===== config.mk =====
export PLATFORM = sky130hd
export DESIGN_NAME = mjt_coef_seq
export DESIGN_NICKNAME = d
export VERILOG_FILES = /design/src/design/assert_macros.svh /design/src/design/mjt_pkg.sv /design/src/design/mjt_coef_seq.sv
export SDC_FILE = /design/constraint.sdc
export NUM_CORES = 2
export LEC_CHECK = 0
export BUFFER_PORTS_ARGS = -buffer_cell sky130_fd_sc_hd__buf_2
export CAP_MARGIN = 20
export CELL_PAD_IN_SITES_DETAIL_PLACEMENT = 0
export CELL_PAD_IN_SITES_GLOBAL_PLACEMENT = 1
export CORE_AREA = 2 2 652 654
export DETAILED_ROUTE_END_ITERATION = 7
export DIE_AREA = 0 0 654 656
export HOLD_SLACK_MARGIN = 0.06
export PLACE_DENSITY = 0.71
export SLEW_MARGIN = 20
export SYNTH_ARGS = -nofsm -noshare
export SYNTH_HDL_FRONTEND = slang
export SYNTH_SLANG_ARGS = --single-unit
export TNS_END_PERCENT = 1

===== constraint.sdc =====
create_clock -name clk -period 22.6 [get_ports clk]
set_input_delay 3.39 -clock clk [delete_from_list [all_inputs] [get_ports clk]]
set_output_delay 3.39 -clock clk [all_outputs]
set_load 0.05 [all_outputs]

===== src/design/assert_macros.svh =====
// assertion macros shared by the trajectory design files
// needs clk and rst_n in the scope where a macro is used
`ifndef ASSERT_MACROS_SVH
`define ASSERT_MACROS_SVH

// property must hold at every clock edge out of reset
`define MJT_CHECK(lbl, prop, msg) \
    lbl: assert property (@(posedge clk) disable iff (!rst_n) prop) else $error(msg);

// condition must never be seen out of reset
`define MJT_NEVER(lbl, cond, msg) \
    `MJT_CHECK(lbl, !(cond), msg)

`endif


===== src/design/mjt_pkg.sv =====
// shared constants, types and register indexes of the quintic trajectory sampler
// no dependencies
package mjt_pkg;

    localparam int FRAC_BITS = 16;
    localparam int VAL_W     = 32;
    localparam int TIME_W    = 24;
    localparam int STAT_W    = 2;
    localparam int CFG_IDX_W = 3;
    localparam int CFG_DAT_W = 32;

    localparam logic [CFG_IDX_W-1:0] CFG_START_POSITION     = 3'd0;
    localparam logic [CFG_IDX_W-1:0] CFG_START_VELOCITY     = 3'd1;
    localparam logic [CFG_IDX_W-1:0] CFG_START_ACCELERATION = 3'd2;
    localparam logic [CFG_IDX_W-1:0] CFG_END_POSITION       = 3'd3;
    localparam logic [CFG_IDX_W-1:0] CFG_END_VELOCITY       = 3'd4;
    localparam logic [CFG_IDX_W-1:0] CFG_END_ACCELERATION   = 3'd5;
    localparam logic [CFG_IDX_W-1:0] CFG_DURATION           = 3'd6;

    localparam logic [TIME_W-1:0] DUR_RESET = 24'd65536;

    localparam logic [STAT_W-1:0] STAT_OK  = 2'd0;
    localparam logic [STAT_W-1:0] STAT_SAT = 2'd1;
    localparam logic [STAT_W-1:0] STAT_BAD = 2'd2;

    localparam logic [VAL_W-1:0] POS_MAX = 32'h7fff_ffff;
    localparam logic [VAL_W-1:0] NEG_MIN = 32'h8000_0000;

    // duration to the fifth power
    localparam int D5_W    = 5 * TIME_W;
    localparam int LIMB_W  = 32;
    localparam int ACC_RAW = (2 * FRAC_BITS + 156 > 210) ? 2 * FRAC_BITS + 156 : 210;
    localparam int LIMBS   = (ACC_RAW + LIMB_W - 1) / LIMB_W;
    localparam int ACC_W   = LIMBS * LIMB_W;
    localparam int PROD_W  = LIMB_W + TIME_W + 1;
    // scaled numerator after the rounding offset and the fixed-point shift
    localparam int NP_W    = ACC_W - 2 * FRAC_BITS;
    localparam int Q_W     = 32;
    localparam int RW      = D5_W + Q_W + 1;
    // multiplier operand of the coefficient sequencer
    localparam int MAC_BW  = 2 * FRAC_BITS + 36;

    typedef struct packed {
        logic signed [VAL_W-1:0] x0;
        logic signed [VAL_W-1:0] v0;
        logic signed [VAL_W-1:0] a0;
        logic signed [VAL_W-1:0] x1;
        logic signed [VAL_W-1:0] v1;
        logic signed [VAL_W-1:0] a1;
        logic [TIME_W-1:0]       dur;
    } cfg_t;

    typedef struct packed {
        logic signed [ACC_W-1:0] k5;
        logic signed [ACC_W-1:0] k4;
        logic signed [ACC_W-1:0] k3;
        logic signed [ACC_W-1:0] k2;
        logic signed [ACC_W-1:0] k1;
        logic signed [ACC_W-1:0] k0;
        logic [D5_W-1:0]         d5;
    } coef_t;

    typedef struct packed {
        logic [RW-1:0]  r;
        logic [Q_W-1:0] q;
        logic           neg;
        logic           over;
    } div_t;

endpackage


===== src/design/mjt_coef_seq.sv =====
// coefficient sequencer: bit-serial multiply-accumulate over a fixed op list
// depends on mjt_pkg
module mjt_coef_seq (
    input  logic          clk,
    input  logic          rst_n,
    input  logic          restart,
    input  mjt_pkg::cfg_t cfg,
    output logic          busy,
    output mjt_pkg::coef_t coef
);

    localparam int ACC_W   = mjt_pkg::ACC_W;
    localparam int MAC_BW  = mjt_pkg::MAC_BW;
    localparam int CNT_W   = $clog2(MAC_BW);
    localparam int NUM_OPS = 24;
    localparam int PC_W    = 5;
    localparam int F       = mjt_pkg::FRAC_BITS;

    localparam logic [1:0] PH_LOAD  = 2'd0;
    localparam logic [1:0] PH_RUN   = 2'd1;
    localparam logic [1:0] PH_STORE = 2'd2;
    localparam logic [1:0] PH_DONE  = 2'd3;

    localparam logic [4:0] R_DUR  = 5'd0;
    localparam logic [4:0] R_ONE  = 5'd1;
    localparam logic [4:0] R_D2   = 5'd2;
    localparam logic [4:0] R_D4   = 5'd3;
    localparam logic [4:0] R_D5   = 5'd4;
    localparam logic [4:0] R_H0   = 5'd5;
    localparam logic [4:0] R_H1   = 5'd6;
    localparam logic [4:0] R_H1D  = 5'd7;
    localparam logic [4:0] R_H2D2 = 5'd8;
    localparam logic [4:0] R_M3   = 5'd9;
    localparam logic [4:0] R_M4   = 5'd10;
    localparam logic [4:0] R_M5   = 5'd11;
    localparam logic [4:0] R_K4   = 5'd12;
    localparam logic [4:0] R_K3   = 5'd13;
    localparam logic [4:0] R_K2   = 5'd14;
    localparam logic [4:0] R_K1   = 5'd15;
    localparam logic [4:0] R_K0   = 5'd16;

    localparam logic [4:0] B_DUR = 5'd0;
    localparam logic [4:0] B_D2  = 5'd1;
    localparam logic [4:0] B_DX  = 5'd2;
    localparam logic [4:0] B_NV0 = 5'd3;
    localparam logic [4:0] B_NA0 = 5'd4;
    localparam logic [4:0] B_DV  = 5'd5;
    localparam logic [4:0] B_DA  = 5'd6;
    localparam logic [4:0] B_A0  = 5'd7;
    localparam logic [4:0] B_V0  = 5'd8;
    localparam logic [4:0] B_X0  = 5'd9;
    localparam logic [4:0] B_P1  = 5'd10;
    localparam logic [4:0] B_P6  = 5'd11;
    localparam logic [4:0] B_P10 = 5'd12;
    localparam logic [4:0] B_P14 = 5'd13;
    localparam logic [4:0] B_N2  = 5'd14;
    localparam logic [4:0] B_N6  = 5'd15;
    localparam logic [4:0] B_N8  = 5'd16;
    localparam logic [4:0] B_N15 = 5'd17;

    typedef struct packed {
        logic [4:0] dst;
        logic [4:0] asrc;
        logic [4:0] bsrc;
        logic       keep;
    } op_t;

    function automatic op_t op_lookup(input logic [PC_W-1:0] pc);
        op_t o;
        case (pc)
            5'd0:    o = '{R_D2,   R_DUR,  B_DUR, 1'b0};
            5'd1:    o = '{R_D4,   R_D2,   B_D2,  1'b0};
            5'd2:    o = '{R_D5,   R_D4,   B_DUR, 1'b0};
            5'd3:    o = '{R_H0,   R_ONE,  B_DX,  1'b0};
            5'd4:    o = '{R_H0,   R_DUR,  B_NV0, 1'b1};
            5'd5:    o = '{R_H0,   R_D2,   B_NA0, 1'b1};
            5'd6:    o = '{R_H1,   R_ONE,  B_DV,  1'b0};
            5'd7:    o = '{R_H1,   R_DUR,  B_NA0, 1'b1};
            5'd8:    o = '{R_H1D,  R_H1,   B_DUR, 1'b0};
            5'd9:    o = '{R_H2D2, R_D2,   B_DA,  1'b0};
            5'd10:   o = '{R_M3,   R_H0,   B_P10, 1'b0};
            5'd11:   o = '{R_M3,   R_H1D,  B_N8,  1'b1};
            5'd12:   o = '{R_M3,   R_H2D2, B_P1,  1'b1};
            5'd13:   o = '{R_M4,   R_H0,   B_N15, 1'b0};
            5'd14:   o = '{R_M4,   R_H1D,  B_P14, 1'b1};
            5'd15:   o = '{R_M4,   R_H2D2, B_N2,  1'b1};
            5'd16:   o = '{R_M5,   R_H0,   B_P6,  1'b0};
            5'd17:   o = '{R_M5,   R_H1D,  B_N6,  1'b1};
            5'd18:   o = '{R_M5,   R_H2D2, B_P1,  1'b1};
            5'd19:   o = '{R_K4,   R_M4,   B_DUR, 1'b0};
            5'd20:   o = '{R_K3,   R_M3,   B_D2,  1'b0};
            5'd21:   o = '{R_K2,   R_D5,   B_A0,  1'b0};
            5'd22:   o = '{R_K1,   R_D5,   B_V0,  1'b0};
            5'd23:   o = '{R_K0,   R_D5,   B_X0,  1'b0};
            default: o = '{R_K0,   R_D5,   B_X0,  1'b0};
        endcase
        return o;
    endfunction

    logic [1:0]              phase_reg, phase_next;
    logic [PC_W-1:0]         pc_reg, pc_next;
    logic [CNT_W-1:0]        cnt_reg, cnt_next;
    logic signed [ACC_W-1:0] acc_reg, acc_next;
    logic [ACC_W-1:0]        ash_reg, ash_next;
    logic [MAC_BW-1:0]       b_reg, b_next;

    logic signed [ACC_W-1:0] d2_reg, d4_reg, d5_reg, h0_reg, h1_reg, h1d_reg, h2d2_reg;
    logic signed [ACC_W-1:0] m3_reg, m4_reg, m5_reg, k4_reg, k3_reg, k2_reg, k1_reg, k0_reg;

    op_t                     op;
    logic [ACC_W-1:0]        a_val;
    logic [MAC_BW-1:0]       b_val;
    logic signed [MAC_BW-1:0] x0_e, v0_e, a0_e, x1_e, v1_e, a1_e;
    logic                    last;

    assign op   = op_lookup(pc_reg);
    assign last = (cnt_reg == CNT_W'(MAC_BW - 1));

    assign x0_e = MAC_BW'(cfg.x0);
    assign v0_e = MAC_BW'(cfg.v0);
    assign a0_e = MAC_BW'(cfg.a0);
    assign x1_e = MAC_BW'(cfg.x1);
    assign v1_e = MAC_BW'(cfg.v1);
    assign a1_e = MAC_BW'(cfg.a1);

    always_comb
    begin
        case (op.asrc)
            R_DUR:   a_val = ACC_W'(cfg.dur);
            R_ONE:   a_val = ACC_W'(1);
            R_D2:    a_val = d2_reg;
            R_D4:    a_val = d4_reg;
            R_D5:    a_val = d5_reg;
            R_H0:    a_val = h0_reg;
            R_H1:    a_val = h1_reg;
            R_H1D:   a_val = h1d_reg;
            R_H2D2:  a_val = h2d2_reg;
            R_M3:    a_val = m3_reg;
            R_M4:    a_val = m4_reg;
            default: a_val = m5_reg;
        endcase
    end

    always_comb
    begin
        case (op.bsrc)
            B_DUR:   b_val = MAC_BW'(cfg.dur);
            B_D2:    b_val = d2_reg[MAC_BW-1:0];
            B_DX:    b_val = (x1_e - x0_e) << (2 * F + 1);
            B_NV0:   b_val = -(v0_e << (F + 1));
            B_NA0:   b_val = -a0_e;
            B_DV:    b_val = (v1_e - v0_e) << F;
            B_DA:    b_val = a1_e - a0_e;
            B_A0:    b_val = a0_e;
            B_V0:    b_val = v0_e << (F + 1);
            B_X0:    b_val = x0_e << (2 * F + 1);
            B_P1:    b_val = MAC_BW'(1);
            B_P6:    b_val = MAC_BW'(6);
            B_P10:   b_val = MAC_BW'(10);
            B_P14:   b_val = MAC_BW'(14);
            B_N2:    b_val = MAC_BW'(-2);
            B_N6:    b_val = MAC_BW'(-6);
            B_N8:    b_val = MAC_BW'(-8);
            B_N15:   b_val = MAC_BW'(-15);
            default: b_val = '0;
        endcase
    end

    always_comb
    begin
        phase_next = phase_reg;
        pc_next    = pc_reg;
        cnt_next   = cnt_reg;
        acc_next   = acc_reg;
        ash_next   = ash_reg;
        b_next     = b_reg;
        case (phase_reg)
            PH_LOAD:
            begin
                if (!op.keep)
                begin
                    acc_next = '0;
                end
                ash_next   = a_val;
                b_next     = b_val;
                cnt_next   = '0;
                phase_next = PH_RUN;
            end
            PH_RUN:
            begin
                // top bit of the operand carries negative weight
                if (b_reg[0])
                begin
                    acc_next = last ? acc_reg - $signed(ash_reg) : acc_reg + $signed(ash_reg);
                end
                ash_next = ash_reg << 1;
                b_next   = b_reg >> 1;
                cnt_next = cnt_reg + CNT_W'(1);
                if (last)
                begin
                    phase_next = PH_STORE;
                end
            end
            PH_STORE:
            begin
                if (pc_reg == PC_W'(NUM_OPS - 1))
                begin
                    phase_next = PH_DONE;
                end
                else
                begin
                    pc_next    = pc_reg + PC_W'(1);
                    phase_next = PH_LOAD;
                end
            end
            default:
            begin
                phase_next = PH_DONE;
            end
        endcase
        if (restart)
        begin
            phase_next = PH_LOAD;
            pc_next    = '0;
        end
    end

    always_ff @(posedge clk or negedge rst_n)
    begin
        if (!rst_n)
        begin
            phase_reg <= PH_LOAD;
            pc_reg    <= '0;
            cnt_reg   <= '0;
        end
        else
        begin
            phase_reg <= phase_next;
            pc_reg    <= pc_next;
            cnt_reg   <= cnt_next;
        end
    end

    always_ff @(posedge clk)
    begin
        acc_reg <= acc_next;
        ash_reg <= ash_next;
        b_reg   <= b_next;
        if (phase_reg == PH_STORE)
        begin
            case (op.dst)
                R_D2:    d2_reg   <= acc_reg;
                R_D4:    d4_reg   <= acc_reg;
                R_D5:    d5_reg   <= acc_reg;
                R_H0:    h0_reg   <= acc_reg;
                R_H1:    h1_reg   <= acc_reg;
                R_H1D:   h1d_reg  <= acc_reg;
                R_H2D2:  h2d2_reg <= acc_reg;
                R_M3:    m3_reg   <= acc_reg;
                R_M4:    m4_reg   <= acc_reg;
                R_M5:    m5_reg   <= acc_reg;
                R_K4:    k4_reg   <= acc_reg;
                R_K3:    k3_reg   <= acc_reg;
                R_K2:    k2_reg   <= acc_reg;
                R_K1:    k1_reg   <= acc_reg;
                R_K0:    k0_reg   <= acc_reg;
                default: k0_reg   <= k0_reg;
            endcase
        end
    end

    assign busy    = (phase_reg != PH_DONE);
    assign coef.k5 = m5_reg;
    assign coef.k4 = k4_reg;
    assign coef.k3 = k3_reg;
    assign coef.k2 = k2_reg;
    assign coef.k1 = k1_reg;
    assign coef.k0 = k0_reg;
    assign coef.d5 = d5_reg[mjt_pkg::D5_W-1:0];

endmodule


==> results.toml <==
[logic_synthesis]
synth_top_family_by_area = "compound AO/OA/AOI/OAI gates"
synth_adder_area_share_pct = 2.606
synth_edf_count = 3876
yosys.area_share.simple_pct = 7.617
synth_top_area_share_pct = 70.81
synth_area_leaders = "edfxtp_1 71%, a21oi_1 3.0%, ha_1 2.6%, nor2_1 2.4%, nand2_1 2.0%"
synthXorXnorAreaFrac_pct = 2.797
synth_compound_area_share_pct = 13.44
avgSynthCellArea_um2 = 13.97
ys.flop_type = "edfxtp_1"
synth.area.mux_share_pct = 0.09896
syn-instance-count = 11760
synth_top_area_cell = "edfxtp_1"
synth_common_cells = "3876 x edfxtp_1, 1049 x nor2_1, 987 x a21oi_1"
synth.most_common_cell = "edfxtp_1"
yosysSeqAreaShare_pct = 71.02
yosys_warnings = 0
async_reset_ff_share_pct = 0.3599
netlist_area_um2 = 164400
synth_fp_nets = 12320
ys_ff_latch = 3890
synth_cell_types = 94

[timing]
layout_min_cycle_time_ps = 8816
slew-limit-headroom_pct = 19.70
worstMarginPinSlew_ps = 1204
setup_violations = 0
hold_violations = 0
timing.final.crit_share_pct = 39.01
tns_ps = 0
fmax_mhz = 113.4
skew_ps = 60.94
drv_slew = 0
rsz0062_at_grt = "no"

[final_layout]
areaGrowthSynthToFinish_pct = 16.99
drive_above_1_share_pct = 19.04
layout.cells.non_filler = 19410
fill_cells = 38020
multiInputGateArea_um2 = 44040
layout.nets = 13940
register_area_um2 = 116700

[global_routing]
antenna_found_initial = 82
grt_overflow = 0
track_usage_pct = 28.10
grt_max_degree = 172
grt_pass1_wl_mm = 860.8
grt_pass1_vias = 109600

[routing]
drtIter0Drc = 15850
detail-route-antenna-nets = 0
routedWlPerCell_um = 32.19
post-route-drc-count = 0
drt-total-wl_mm = 624.8
vias = 115200
first_pass_iters = 7
viasPerCell = 5.933

[clock_tree]
clk_latency_ps = 1010
numClockSinks = 3890
cts-resized-gates = 0
cts_buffers = 404
post_cts_buffers = 0
cts_max_path_buffers = 4
cts_tree = "done"
clockRootBuffer = "clkbuf_16"
cts-hold-fix-buffers = 0
htreeDepth = 5
clk_pin_slew_worst_paths_ps = 70

[die]
die-width_um = 654
die_h_um = 656
num_rows = 239
pin_count = 1684
start_util_pct = 38.93
dieArea_um2 = 429000
coreArea_um2 = 422200

[flow_run]
max-cap-violations = 0

[setup_path]
worstSetupPathType = "reg -> reg"
startpoint_type = "register"
rr_startpoint = "ash_reg[45]$_DFFE_PP_"
r2r_cells = 24
path_buf_inv = 1
critPathCaptureType = "register"
crit_slowest_cell = "o31ai_1"
worstPathMaxFanout = 6
slowest_delay_ps = 850
crit_family = "simple AND/OR/NAND/NOR gates"
required_ps = 23320
crit_chain = "or4_1 -> nor4_1 -> and2_1 -> nand2b_1 -> or2_2 -> nor2_1 -> and3_1 -> nand3_1 -> o31ai_1 -> xor2_1 -> ha_1 -> a21oi_1 -> o21ai_0 -> a21oi_1 -> o2111ai_1 -> a21oi_1 -> o311ai_0 -> a211oi_1 -> buf_4 -> nor4_1 -> nor4_1 -> o41ai_1 -> xnor2_1 -> nor2_1"
rrSetupSlack_ps = 13780
r2r_end = "acc_reg[208]$_SDFFCE_PN0P_"
arrival_ps = 9540
crit_path_start = "ash_reg[45]$_DFFE_PP_"

[power_and_ir_drop]
power_w = 0.01816
cellLeakagePower_nw = 66.85
ir_worst_vdd_uv = 78.13
powerDensity_nw_per_um2 = 94.46

[worst_hold_path]
hp-class = "reg -> reg"
hold-path-cell-count = 1
hp-start = "cnt_reg[6]$_DFFE_PN0P_"
min_to = "cnt_reg[6]$_DFFE_PN0P_"

[status]
status = "finished, final reports clean"

[place]
portBuffers = 1683
place_congestion = 0.9896
dp.cells = 18640
place_hpwl_mm = 433.6
[metrics by stage]
stage	hold slack [ps]	cell area (um^2)	util [%]	setup WS, ps
6_report	498.6	192300	45.54	13780
5_1_grt	495.1	192200	45.53	13650
4_1_cts	488.8	192200	45.51	14020
3_5_place_dp	478.7	179100	42.41	14020
3_3_place_gp	476.1	179100	42.41	14060
2_1_floorplan	451.9	164400	-	7750
[report_power, final]
part	total [W]	leakage, nW	internal, W	switching, W
clock network	0.00668	6.29	0.00374	0.00295
registers	0.00926	36.3	0.00856	0.000699
logic	0.00223	24.3	0.000681	0.00154
[cell families (layout without fill, tap and decap cells)]
logic type / Yosys count / count (layout)
flops: 3890 / 3890
compound gates: 3271 / 3271
simple gates: 2786 / 2786
buf+inv: 936 / 2882
xor+xnor: 525 / 525
fa+ha+maj: 340 / 340
mux: 16 / 16
other cells: 0 / 38
[worst max path at each step]
stage | endpoint | slack [ps] | depth (start not counted)
after floorplan | k1_reg[0]$_DFFE_PP_ | 7750 | 4
after detailed placement | acc_reg[208]$_SDFFCE_PN0P_ | 14020 | 23
after CTS | acc_reg[208]$_SDFFCE_PN0P_ | 14020 | 23
after global routing | acc_reg[208]$_SDFFCE_PN0P_ | 13650 | 23
after global placement | acc_reg[208]$_SDFFCE_PN0P_ | 14060 | 23
final | acc_reg[208]$_SDFFCE_PN0P_ | 13780 | 24
[area by class of cell]
| class | instances | share of cell area, % |
|---|---|---|
| Multi-Input combinational cell | 6938 | 22.90 |
| Clock buffer | 483 | 5.434 |
| Clock inverter | 251 | 1.368 |
| Sequential cell | 3890 | 60.71 |
| Inverter | 231 | 0.4548 |
| Timing Repair Buffer | 1917 | 5.400 |
| Tap cell | 5663 | 3.685 |
| Antenna cell | 38 | 0.04945 |
[per-layer routing]
| layer | routed length (um) | vias up | global-route usage (%) |
|---|---|---|---|
| met5 | 67 | - | 0 |
| met4 | 25580 | 10 | 10.28 |
| met3 | 59410 | 922 | 5.165 |
| met2 | 286000 | 6465 | 44.26 |
| met1 | 253800 | 58580 | 38.82 |
| li1 | - | 49200 | - |
[cells in the final DEF (no fill, tap or decap), types with 36 or more instances in the layout]
cell type	Yosys	final
nor4_1	79	76
a221oi_1	321	321
nand4_1	194	194
a222oi_1	104	104
o2111ai_1	41	41
nand2b_1	55	54
a21boi_0	41	41
a31oi_1	158	158
nor3_1	165	156
diode_2	0	38
bufinv_16	0	36
a21oi_1	987	985
nand3_1	109	109
a211oi_1	43	43
ha_1	336	336
a21o_1	142	142
clkbuf_1	552	77
nor2_1	1049	1020
buf_2	0	1684
clkinv_2	0	52
xor2_1	214	214
nand2_1	863	862
a41oi_1	101	101
or2_2	36	36
xnor2_1	311	311
or3_1	65	65
edfxtp_1	3876	3876
o31ai_1	78	78
a22oi_1	200	200
inv_1	230	229
o21ai_0	467	466
o21a_1	85	84
o21bai_1	86	86
clkinv_1	1	89
buf_4	120	217
a22o_1	208	208
clkbuf_16	0	406
(Power assumes the default switching activity.)
