==> config.mk <==
export PLATFORM = sky130hd
export DESIGN_NAME = mjt_div_cell
export DESIGN_NICKNAME = d
export VERILOG_FILES = /design/src/design/assert_macros.svh /design/src/design/mjt_pkg.sv /design/src/design/mjt_div_cell.sv
export SDC_FILE = /design/constraint.sdc
export NUM_CORES = 1
export LEC_CHECK = 0
export ABC_AREA = 1
export BUFFER_PORTS_ARGS = -buffer_cell sky130_fd_sc_hd__buf_2
export CORE_MARGIN = 4
export CORE_UTILIZATION = 52
export CTS_BUF_LIST = sky130_fd_sc_hd__clkbuf_8 sky130_fd_sc_hd__clkbuf_16
export DETAILED_ROUTE_END_ITERATION = 16
export PLACE_DENSITY = 0.76
export SLEW_MARGIN = 20
export SYNTH_ARGS = -nofsm -noshare
export SYNTH_HDL_FRONTEND = slang
export SYNTH_SLANG_ARGS = --single-unit
export TNS_END_PERCENT = 100
==> constraint.sdc <==
create_clock -name clk -period 0.8 [get_ports clk]
set_input_delay 0.04 -clock clk [delete_from_list [all_inputs] [get_ports clk]]
set_output_delay 0.04 -clock clk [all_outputs]
set_load 0.02 [all_outputs]
==> src/design/assert_macros.svh <==
// assertion macros shared by the trajectory design files
// needs clk and rst_n in the scope where a macro is used
`ifndef ASSERT_MACROS_SVH
`define ASSERT_MACROS_SVH

// property must hold at every clock edge out of reset
`define MJT_CHECK(lbl, prop, msg) \
    lbl: assert property (@(posedge clk) disable iff (!rst_n) prop) else $error(msg);

// condition must never be seen out of reset
`define MJT_NEVER(lbl, cond, msg) \
    `MJT_CHECK(lbl, !(cond), msg)

`endif

==> src/design/mjt_pkg.sv <==
// shared constants, types and register indexes of the quintic trajectory sampler
// no dependencies
package mjt_pkg;

    localparam int FRAC_BITS = 16;
    localparam int VAL_W     = 32;
    localparam int TIME_W    = 24;
    localparam int STAT_W    = 2;
    localparam int CFG_IDX_W = 3;
    localparam int CFG_DAT_W = 32;

    localparam logic [CFG_IDX_W-1:0] CFG_START_POSITION     = 3'd0;
    localparam logic [CFG_IDX_W-1:0] CFG_START_VELOCITY     = 3'd1;
    localparam logic [CFG_IDX_W-1:0] CFG_START_ACCELERATION = 3'd2;
    localparam logic [CFG_IDX_W-1:0] CFG_END_POSITION       = 3'd3;
    localparam logic [CFG_IDX_W-1:0] CFG_END_VELOCITY       = 3'd4;
    localparam logic [CFG_IDX_W-1:0] CFG_END_ACCELERATION   = 3'd5;
    localparam logic [CFG_IDX_W-1:0] CFG_DURATION           = 3'd6;

    localparam logic [TIME_W-1:0] DUR_RESET = 24'd65536;

    localparam logic [STAT_W-1:0] STAT_OK  = 2'd0;
    localparam logic [STAT_W-1:0] STAT_SAT = 2'd1;
    localparam logic [STAT_W-1:0] STAT_BAD = 2'd2;

    localparam logic [VAL_W-1:0] POS_MAX = 32'h7fff_ffff;
    localparam logic [VAL_W-1:0] NEG_MIN = 32'h8000_0000;

    // duration to the fifth power
    localparam int D5_W    = 5 * TIME_W;
    localparam int LIMB_W  = 32;
    localparam int ACC_RAW = (2 * FRAC_BITS + 156 > 210) ? 2 * FRAC_BITS + 156 : 210;
    localparam int LIMBS   = (ACC_RAW + LIMB_W - 1) / LIMB_W;
    localparam int ACC_W   = LIMBS * LIMB_W;
    localparam int PROD_W  = LIMB_W + TIME_W + 1;
    // scaled numerator after the rounding offset and the fixed-point shift
    localparam int NP_W    = ACC_W - 2 * FRAC_BITS;
    localparam int Q_W     = 32;
    localparam int RW      = D5_W + Q_W + 1;
    // multiplier operand of the coefficient sequencer
    localparam int MAC_BW  = 2 * FRAC_BITS + 36;

    typedef struct packed {
        logic signed [VAL_W-1:0] x0;
        logic signed [VAL_W-1:0] v0;
        logic signed [VAL_W-1:0] a0;
        logic signed [VAL_W-1:0] x1;
        logic signed [VAL_W-1:0] v1;
        logic signed [VAL_W-1:0] a1;
        logic [TIME_W-1:0]       dur;
    } cfg_t;

    typedef struct packed {
        logic signed [ACC_W-1:0] k5;
        logic signed [ACC_W-1:0] k4;
        logic signed [ACC_W-1:0] k3;
        logic signed [ACC_W-1:0] k2;
        logic signed [ACC_W-1:0] k1;
        logic signed [ACC_W-1:0] k0;
        logic [D5_W-1:0]         d5;
    } coef_t;

    typedef struct packed {
        logic [RW-1:0]  r;
        logic [Q_W-1:0] q;
        logic           neg;
        logic           over;
    } div_t;

endpackage

==> src/design/mjt_div_cell.sv <==
// one restoring division step: compare, subtract and shift in a quotient bit
// depends on mjt_pkg
module mjt_div_cell (
    input  logic                     clk,
    input  logic                     rst_n,
    input  logic                     adv,
    input  logic                     in_valid,
    input  mjt_pkg::div_t            in_data,
    input  logic [mjt_pkg::RW-1:0]   divisor,
    output logic                     out_valid,
    output mjt_pkg::div_t            out_data
);

    logic          valid_reg;
    mjt_pkg::div_t data_reg, data_next;
    logic          ge;

    assign ge = (in_data.r >= divisor);

    always_comb
    begin
        data_next      = in_data;
        data_next.r    = ge ? in_data.r - divisor : in_data.r;
        data_next.q    = {in_data.q[mjt_pkg::Q_W-2:0], ge};
    end

    always_ff @(posedge clk or negedge rst_n)
    begin
        if (!rst_n)
        begin
            valid_reg <= 1'b0;
        end
        else if (adv)
        begin
            valid_reg <= in_valid;
        end
    end

    always_ff @(posedge clk)
    begin
        if (adv)
        begin
            data_reg <= data_next;
        end
    end

    assign out_valid = valid_reg;
    assign out_data  = data_reg;

endmodule
==> results.txt, run 1 <==
The gate count of the mapped netlist is 4407. The first error in the log reads "[ERROR GRT-0116] Global routing finished with congestion. Check the congestion regions in the DRC Viewer". The register area share after synthesis came out at 22.27%.

The via count of the first global-routing pass came to ~45000. The number of synthesis warnings is 0. During placement, the flow inserted port buffers numbering 530.

The post-synthesis cell type count is 41. The TritonCTS sink count is 188. The mean instance size in the synthesized netlist came out at 5.748 µm². The commonest register cell after synthesis is edfxtp_1. By count the netlist is led by nand2_1 (1776), inv_1 (977), nor2_1 (391). The count of standard-cell rows came out at 80. For this run the aggregate overflow at the end of global routing stands at 1.

The die width is 228.7 µm. Yosys instantiated no cell more often than nand2_1. The effective utilization at floorplan is between 50 and 60%.

The run stopped with a tool error. The cell area that synthesis handed to floorplanning was 25330 µm². The vertical extent of the die came out at 228.7 µm.

The cell sitting at the root of the clock tree is a clkbuf_16. By area the synthesized netlist is led by nand2_1 (26%), edfxtp_1 (22%), inv_1 (14%). The share of synthesized area in the top cell type comes to a little over a quarter. Yosys mapped a number of flops with a built-in enable equal to 187. The final weighted congestion in routability-driven placement came out at about 1.2.

The cell taking the most area after synthesis is nand2_1. The number of buffers created by CTS is 17. The H-tree depth came out at 4. The top-level port count came out at 532. The instance area after placement came out at approximately 37000 µm². Synthesis inferred 188 register bits. The async set-or-reset flop fraction in the synthesized netlist is 0.5319%. The maximum number of buffers from clock root to sink came out at 2. The pin count of the biggest net entering global routing is 27. The global-route usage over all layers is 70.61%. The sum of net half-perimeters after detailed placement is approximately 110000 µm.

The first global-routing pass estimated between 200000 and 300000 µm of wire. The synthesized netlist net count came out at 4905. The halt point of the flow is global routing.
## cell families after synthesis
group	count (synthesis)	synth area share (%)
AOI/OAI and AO/OA	265	5.675
xor gates and xnor gates	86	2.973
adders and majority gates	154	7.636
buffers and inverters	1061	16.71
DFF	188	22.27
muxes	1	0.04445
and+or+nand+nor	2652	44.70
## metrics by stage
stage / setup slack (ns) / cells
after floorplan: -1.084 / 4407
after global placement: -2.046 / 6360
after detailed placement: -2.082 / 6360
after CTS: -1.095 / 6640
## per-layer routing
metal	GRT overflow	global-route usage, %
met5	0	26.56
met4	0	70.76
met3	1	51.48
met2	0	90.54
met1	0	69.64
## timing repair
action,CTS
gates cloned,8
gates resized for setup,562
hold buffers,184
hold endpoints to repair,194
pin swaps,108
buffers inserted,56
endpoints found under the setup margin,342
==> run 2, diff against run 1 <==
--- a/config.mk
+++ b/config.mk
@@ -8,10 +8,9 @@
 export ABC_AREA = 1
 export BUFFER_PORTS_ARGS = -buffer_cell sky130_fd_sc_hd__buf_2
 export CORE_MARGIN = 4
-export CORE_UTILIZATION = 52
-export CTS_BUF_LIST = sky130_fd_sc_hd__clkbuf_8 sky130_fd_sc_hd__clkbuf_16
+export CORE_UTILIZATION = 37
 export DETAILED_ROUTE_END_ITERATION = 16
-export PLACE_DENSITY = 0.76
+export PLACE_DENSITY_LB_ADDON = 0.15
 export SLEW_MARGIN = 20
 export SYNTH_ARGS = -nofsm -noshare
 export SYNTH_HDL_FRONTEND = slang
==> run 2 against run 1 <==
Synthesized area unchanged. The flow now finishes, with violations (negative setup slack). Synthesized cell count unchanged.
==> results.txt, run 2 <==
The total of buffers placed on input and output ports came out at 530 (unchanged). The initial antenna violation count came out at 5. The number of detailed-routing iterations run before antenna repair is 6. The placeable core area is 67510 µm². The post-detailed-routing wire length came out at 146600 µm. The worst register-to-register path begins at out_valid$_DFFE_PN0P_.

The synthesis-stage register bit count was 188 (unchanged). The worst register-to-register path ends at out_valid$_DFFE_PN0P_. The most frequent cell after synthesis is nand2_1 (unchanged). The pin count of the biggest net entering global routing came out at 50. The via count of the first global-routing pass is 33250. The final reports fail on negative setup slack. The final setup slack of the worst path is -1.270 ns. The root buffer cell is clkbuf_16 (unchanged).

The max-cap violation count came out at 0. The count of standard-cell rows came to 95 (was 80). For the pin with the worst max-slew slack, the measured transition is around 0.48 ns. The critical path goes through buf_2 > ha_4 > buf_4 > nand2_1 > nand2_1 > inv_1 > nand2_1 > inv_1 > nand2_1 > nand2_1 > nand2_1 > buf_4 > nand2_1 > nand3_1 > a21oi_2 > buf_4 > nand3_1 > nand3_1 > nand2_1. The share of total power dissipated in the clock network is 17.4%. Global routing consumed, over all layers together, 37.64% of the routing resources.

On the critical path, the stage with the largest delay is an instance of ha_4. The later pin in the worst-skew pair is clocked with a latency of between 0.5 and 0.6 ns. The number of nets with antenna violations after routing is 0. The critical path is of the in -> reg type. The depth of the worst register-to-register path is 1. The synthesized netlist net count is 4905 (unchanged). The post-synthesis cell type count is 41 (unchanged).

The cell depth of the worst hold path came out at 5. The kind of end point of the critical path is a flop. Setup repair after global routing could not meet its margin everywhere. The sum of overflow across all layers after global routing came out at 0. The register area share after synthesis came to 22.27% (unchanged). The vertical extent of the die is 269.7 µm (was 228.7 µm).

In the layout the commonest cells are nand2_1 (1521), buf_4 (964), inv_1 (922), buf_2 (520), nor2_1 (257). The biggest cell delay along the critical path is 0.26 ns. The gate count of the mapped netlist came to 4407 (unchanged). The analysis attributes to net switching a power of 0.02409 W. The overall via count from detail_route came out at around 35000. The relative contribution of combinational cells to total power is between 50 and 60%.

The final weighted congestion in routability-driven placement is 1.068 (was 1.205). The tightest slew margin relative to the limit came out at 67.96%. The number of buffers created by CTS is 17 (unchanged).

The DRC violation count after routing came out at 0. From synthesis to final layout, the design area changed by 74.53%. The min-delay analysis places its worst path in the category in -> reg. Most common library cells after synthesis: nand2_1 (1776), inv_1 (977), nor2_1 (391) (unchanged).

In this run the register-to-register setup slack is 0.02 ns. The cell area after synthesis came out at 25330 µm² (unchanged). The number of flip-flops in the largest register is 187. The data arrival time of the critical path came out at 2.35 ns. The TritonCTS sink count is 188 (unchanged). The cell taking the most area after synthesis was nand2_1 (unchanged). Along the worst path, the maximum fanout reaches 3. The sequential cell fraction of total power is 23.7%.

The worst setup path is launched from an input pin. Run status: complete, but fails checks (was did not finish). The startpoint identified for the worst hold timing path is in_data[49]. The mean instance size in the synthesized netlist came out at 5.748 µm² (unchanged). The ratio of cells with drive above 1 in the final layout came out at ~40%.

Largest cells by area after synthesis: nand2_1 (26%), edfxtp_1 (22%), inv_1 (14%) (unchanged). The number of enable-type register cells in the synthesized netlist is 187 (unchanged). The number of pins with negative max-slew slack in the final report is 0. The count of nets after finishing came out at 6635. The sum of net half-perimeters after detailed placement is 122700 µm (was 113400 µm). The internal portion of total power came out at 0.03044 W. The wire length of the first global-routing pass is ~210000 µm. The top achievable clock speed is 483.0 MHz. The worst endpoint required time is between 1 and 1.5 ns.

In the final timing run, aggregate negative setup slack is -277.01 ns. The die covers 72720 µm². TritonCTS built the clock tree.

The power after layout is approximately 0.055 W. The final setup violation count is between 500 and 600. The async set-or-reset flop fraction in the synthesized netlist is 0.5319% (unchanged). The clock-pin slew reported for the worst setup and hold paths after clock tree synthesis came out at 0.09 ns.

The final hold violation count came to 0. The effective utilization at floorplan is 37.52% (was 52.84%). The average detailed-routed wire length per instance came out at 20.86 µm. The detailed router finished its first iteration with between 3000 and 4000 violations. Using the TritonRoute via totals, the vias-per-cell ratio works out to 4.916. The switching fraction of total power is 44.17%. Leaving out fill and tap cells, the most frequent cell in the layout is nand2_1.

The H-tree depth came out at 4 (unchanged). The die width is 269.7 µm (was 228.7 µm). The post-route minimum period came out at 2.070 ns. The top cell type's share of synthesized area came out at 26.32% (unchanged).

The worst path uses 258.8% of the clock period. The top-level port count came out at 532 (unchanged). The ratio of total power to cell area is 1233 nW/µm². The maximum resistive drop on vdd is 1582 µV.

The largest clock skew in the final design is 0 ns. By instance count, the cell type seen most on the critical path is nand2_1. The leakage component of the power came out at 23.86 nW. The maximum number of buffers from clock root to sink came out at 2 (unchanged).

The worst hold path terminates at out_data[49]$_DFFE_PP_. The commonest register cell after synthesis is edfxtp_1 (unchanged). The number of synthesis warnings is 0 (unchanged).
==> run 2: cell counts after synthesis <==
No cell type changed its count.
==> run 2: per-layer routing <==
| metal | GRT usage, % | up-vias | wire (µm) |
|---|---|---|---|
| li1 | - | 16830 | - |
| met1 | 48.78 | 15990 | 61050 |
| met2 | 61.71 | 1413 | 66240 |
| met3 | 6.988 | 310 | 11420 |
| met4 | 15.67 | 4 | 7737 |
| met5 | 0 | - | 120 |
==> run 2: cells by family (layout without fill, tap and decap cells) <==
kind of cell,count (synthesis),in the layout,share of synthesized area [%]
compound gates,265,265,5.675
xor+xnor,86,86,2.973
fa+ha+maj,154,154,7.636
buf+inv,1061,2803,16.71
flops,188,188,22.27
mux,1,1,0.04445
other cells,0,4,0
simple gates,2652,2653,44.70
==> run 2: power by group through the flow <==
| stage | clock network (W) | logic (W) | registers, W |
|---|---|---|---|
| floorplan | 0 | 0.0119 | 0.0148 |
| global placement | 0 | 0.0274 | 0.0131 |
| detailed placement | 0 | 0.0276 | 0.0131 |
| CTS | 0.00963 | 0.0293 | 0.0129 |
| global route | 0.0100 | 0.0339 | 0.0131 |
| finish | 0.00951 | 0.0321 | 0.0129 |
==> run 2: critical path: cells and delay by family <==
kind | cells | cell delay (ns)
fa+ha+maj | 1 | 0.26
compound gates | 1 | 0.19
simple gates | 11 | 1.11
buf+inv | 6 | 0.75
==> run 2: repair_timing <==
item	in CTS	in global routing
buffers inserted	17	26
resized for setup	212	522
cloned	2	8
pin swaps	20	61
hold buffers	190	0
setup endpoints to repair	342	527
endpoints found under the hold margin	194	0
==> run 2: final cells by class <==
class / instances / area (µm²)
clock buffers: 17 / 425.4
repair buffers: 1759 / 13180
clock inverters: 15 / 185.2
diodes: 4 / 10.01
fillers: 6267 / 23300
well taps: 873 / 1092
multi-input cells: 3159 / 19870
inverters: 1012 / 3814
flip-flops and latches: 188 / 5640
==> run 2: through the flow <==
step | setup slack (ns) | utilization, % | hold WS, ns | cell area, µm² | std cells
after detailed placement | -2.125 | 56.93 | -0.1849 | 38430 | 6749
final | -1.270 | 65.49 | 0.1143 | 44210 | 7027
after CTS | -1.258 | 62.10 | 0.09181 | 41920 | 6990
after floorplan | -1.084 | - | -0.2556 | 27370 | 4407
after global routing | -1.326 | 65.48 | 0.1202 | 44210 | 7026
after global placement | -2.112 | 56.93 | -0.1851 | 38430 | 6749
==> run 2: how the worst max path moves through the flow <==
| stage | end | depth (start not counted) | start | slack (ns) |
|---|---|---|---|---|
| after floorplan | out_data[182]$_DFFE_PP_ | 17 | divisor[5] | -1.08 |
| after global placement | out_data[164]$_DFFE_PP_ | 17 | divisor[59] | -2.11 |
| after detailed placement | out_data[164]$_DFFE_PP_ | 17 | divisor[59] | -2.12 |
| after CTS | out_data[168]$_DFFE_PP_ | 17 | divisor[85] | -1.26 |
| after global routing | out_data[167]$_DFFE_PP_ | 22 | in_data[34] | -1.33 |
| final | out_data[166]$_DFFE_PP_ | 19 | in_data[109] | -1.27 |
Power figures use the tool's default switching activity.
==> run 3, diff against run 2 <==
--- a/config.mk
+++ b/config.mk
@@ -11,6 +11,7 @@
 export CORE_UTILIZATION = 37
 export DETAILED_ROUTE_END_ITERATION = 16
 export PLACE_DENSITY_LB_ADDON = 0.15
+export REMOVE_ABC_BUFFERS = 1
 export SLEW_MARGIN = 20
 export SYNTH_ARGS = -nofsm -noshare
 export SYNTH_HDL_FRONTEND = slang
==> run 3 against run 2 <==
The run still ends with negative setup slack left. Sequential power barely moved. Largest cell class unchanged. Clock-buffer cell count did not move. Clock skew did not move. Critical endpoint is now out_data[171]$_DFFE_PP_. Fmax rose by 1.6%. Critical path depth rose by 2. Largest power group unchanged. Register-to-register slack barely moved. Wire length rose by 9.1%.
==> results.txt, run 3 (synthesis gave the netlist of run 2 again) <==
The data arrival time of the critical path was 2.32 ns (was 2.35 ns). The sum of overflow across all layers after global routing came out at 0 (unchanged). The effective utilization at floorplan is 37.52% (unchanged). The depth of the worst register-to-register path is 1 (unchanged). The overall via count from detail_route came out at 36420 (was 34550). Unrepaired setup endpoints after global routing: true (unchanged).

The clock-pin slew reported for the worst setup and hold paths after clock tree synthesis is 0.09 ns (about the same). The top-level port count came to 532 (unchanged). The endpoint of the lowest-slack register-to-register path is out_valid$_DFFE_PN0P_ (unchanged). The pin count of the biggest net entering global routing was 25 (was 50). The number of flip-flops in the largest register is 187 (unchanged). The worst endpoint required time is 1.08 ns (about the same). The vertical extent of the die came out at 269.7 µm (unchanged). The final weighted congestion in routability-driven placement was 1.119 (was 1.068). The share of the cycle needed by the critical path after routing was 254.6% (was 258.8%). The count of nets after finishing came out at 6823 (was 6635). The number of pins with negative max-slew slack in the final report came out at 0 (unchanged). The routed metal-1 wirelength is 64130 µm (was 61050 µm). The max-cap violation count came to 0 (unchanged).

The tightest slew margin relative to the limit is 49.54% (was 67.96%). The total die area was 72720 µm² (unchanged). The DRC violation count after routing was 0 (unchanged). The commonest non-fill, non-tap cell in the layout was nand2_1 (unchanged). The TritonCTS clock tree is yes (unchanged). The type of origin of the critical path is an input pin (unchanged). The number of violations reported at the end of detailed-routing iteration 0 came out at 3518 (was 3080). The total of buffers placed on input and output ports is 530 (unchanged). The setup slack on the worst flop-to-flop path is 0.03 ns (was 0.02 ns). The top achievable clock speed is 490.9 MHz (was 483.0 MHz). The capture endpoint of the worst hold path is out_data[142]$_DFFE_PP_ (was out_data[49]$_DFFE_PP_). The number of detailed-routing iterations run before antenna repair came out at 6 (unchanged).

The biggest cell delay along the critical path was 0.21 ns (was 0.26 ns). The initial antenna violation count was 2 (was 5). The insertion delay to the later sink of the worst-skew pair came out at 0.52 ns (was 0.51 ns). The origin of the worst min-delay path was in_data[142] (was in_data[49]).

The post-layout utilization of the core is 71.05% (was 65.49%). The startpoint of the worst setup timing path was divisor[2] (was in_data[109]). The kind of end point of the critical path is a flop (unchanged).

The maximum number of buffers from clock root to sink is 2 (unchanged). The ratio of total power to cell area is 1220 nW/µm² (was 1233 nW/µm²). The uppermost layer routed was met5 (unchanged). The global-route usage over all layers came out at 40.96% (was 37.64%). The maximum resistive drop on vdd came out at 1608 µV (was 1582 µV).

The via count of the first global-routing pass was 35340 (was 33250). The number of nets with antenna violations after routing is 0 (unchanged). The worst flop-to-flop path startpoint is out_valid$_DFFE_PN0P_ (unchanged). The TritonCTS sink count is 188 (unchanged). The worst setup path category is in -> reg (unchanged).

The met3 routed wirelength came out at 14180 µm (was 11420 µm). The H-tree depth is 4 (unchanged). The layout overhead on the synthesized area came to 89.34% (was 74.53%).

The final setup slack of the worst path is -1.237 ns (was -1.270 ns). The average detailed-routed wire length per instance came out at 22.18 µm (was 20.86 µm). The biggest fanout along the worst timing path came out at 3 (unchanged). The final hold violation count is 0 (unchanged). The largest clock skew in the final design was 0 ns (unchanged). The power after layout is 0.05852 W (was 0.05453 W). The post-route minimum period is 2.037 ns (was 2.070 ns). The type of the most critical hold path is in -> reg (unchanged). The count of standard-cell rows came to 95 (unchanged). Highest-count cells in the layout ignoring fill and taps: nand2_1 (1368), buf_4 (1088), inv_1 (848), buf_2 (489), nand2_2 (316) (was nand2_1 (1521), buf_4 (964), inv_1 (922), buf_2 (520), nor2_1 (257)).

The number of buffers created by CTS is 17 (unchanged). The cell type with the highest occurrence count on the critical path was nand2_1 (unchanged). The slew of the pin with the lowest slew margin is 0.7544 ns (was 0.4755 ns). The leakage component of the power is 25.40 nW (was 23.86 nW). The ratio of cells with drive above 1 in the final layout came out at 48.60% (was 41.22%). Run status: complete, but fails checks (unchanged). The worst hold slack after final layout came to 0.008085 ns (was 0.1143 ns).

The cell at the slowest stage of the critical path is ha_4 (unchanged). Failing checks: negative setup slack (unchanged). The cell depth of the worst hold path came out at 4 (was 5).

The final setup violation count came out at 349 (was 527). Cells along the critical path: buf_2 > inv_2 > ha_4 > nand2_1 > nand2_1 > buf_4 > nand2_1 > nand2_1 > nand2_2 > nand3_4 > buf_4 > buf_4 > nand2_1 > nand3_2 > nand2_2 > nand2_4 > nand2_1 > buf_4 > nand3_1 > nand3_1 > nand2_1 (was buf_2 > ha_4 > buf_4 > nand2_1 > nand2_1 > inv_1 > nand2_1 > inv_1 > nand2_1 > nand2_1 > nand2_1 > buf_4 > nand2_1 > nand3_1 > a21oi_2 > buf_4 > nand3_1 > nand3_1 > nand2_1). The placeable core area is 67510 µm² (unchanged). The sum of net half-perimeters after detailed placement came out at 122700 µm (about the same). The post-detailed-routing wire length came out at 160000 µm (was 146600 µm).

The root buffer cell was clkbuf_16 (unchanged). The number of vias per cell after detailed routing was 5.049 (was 4.916). The die width is 269.7 µm (unchanged). The wire length of the first global-routing pass was 223500 µm (was 205200 µm). The wire length on met2 is 71240 µm (was 66240 µm).
## run 3: changes by cell type in the layout (fill, tap and decap cells not counted), sizes merged, moves of 2 or more
cell / change
buf: +200
diode: -3
dlygate4sd3: -8
clkinv: +3
clkbuf: -4
inv: -2
## run 3: worst max path at each step
stage	depth (start not counted)	end
2_1_floorplan	11	out_data[123]$_DFFE_PP_
3_3_place_gp	15	out_data[161]$_DFFE_PP_
3_5_place_dp	15	out_data[161]$_DFFE_PP_
4_1_cts	21	out_data[161]$_DFFE_PP_
5_1_grt	20	out_data[66]$_DFFE_PP_
6_report	21	out_data[171]$_DFFE_PP_
## run 3: final cells by class
type	instances	area, µm²
multi-input combinational	3158	21380
fill	5553	19550
timing repair buffer	1948	15370
sequential	188	5640
inverter	1012	3840
tap	873	1092
clock buffer	17	425.4
clock inverter	15	210.2
antenna	1	2.502
## run 3: routing by layer
layer  track usage [%]  up-vias
met2             66.07     1829
met3             6.961      439
met5                 0        -
met4             20.63        4
met1             52.96    16940
li1                  -    17200
## run 3: metrics by stage
step | setup TNS, ns | std cells | cell area, µm² | setup WS (ns)
6_report | -239.40 | 7212 | 47970 | -1.237
5_1_grt | -252.81 | 7211 | 47960 | -1.287
4_1_cts | -234.83 | 7173 | 45360 | -1.223
3_5_place_dp | -324.14 | 6840 | 37140 | -2.454
3_3_place_gp | -324.87 | 6840 | 37140 | -2.468
2_1_floorplan | -787.77 | 4358 | 24900 | -5.279
## run 3: report_power, final
group          internal [W]  switching (W)  leakage (nW)
clock               0.00434        0.00547         0.304
sequential           0.0125       0.000442          1.84
combinational        0.0155         0.0202          23.3
## run 3: critical path, delay by kind of cell
kind / cells / cell delay (ns)
adders and majority gates: 1 / 0.21
buffers and inverters: 6 / 0.80
and+or+nand+nor: 14 / 1.27
## run 3: repair_timing
item                       in CTS  in global routing
hold buffers                  181                  1
hold endpoints to repair      181                  1
setup endpoints to repair     342                349
resized for setup             922                699
setup buffers                 101                 48
pin swaps                     180                209
gates cloned                   22                  3
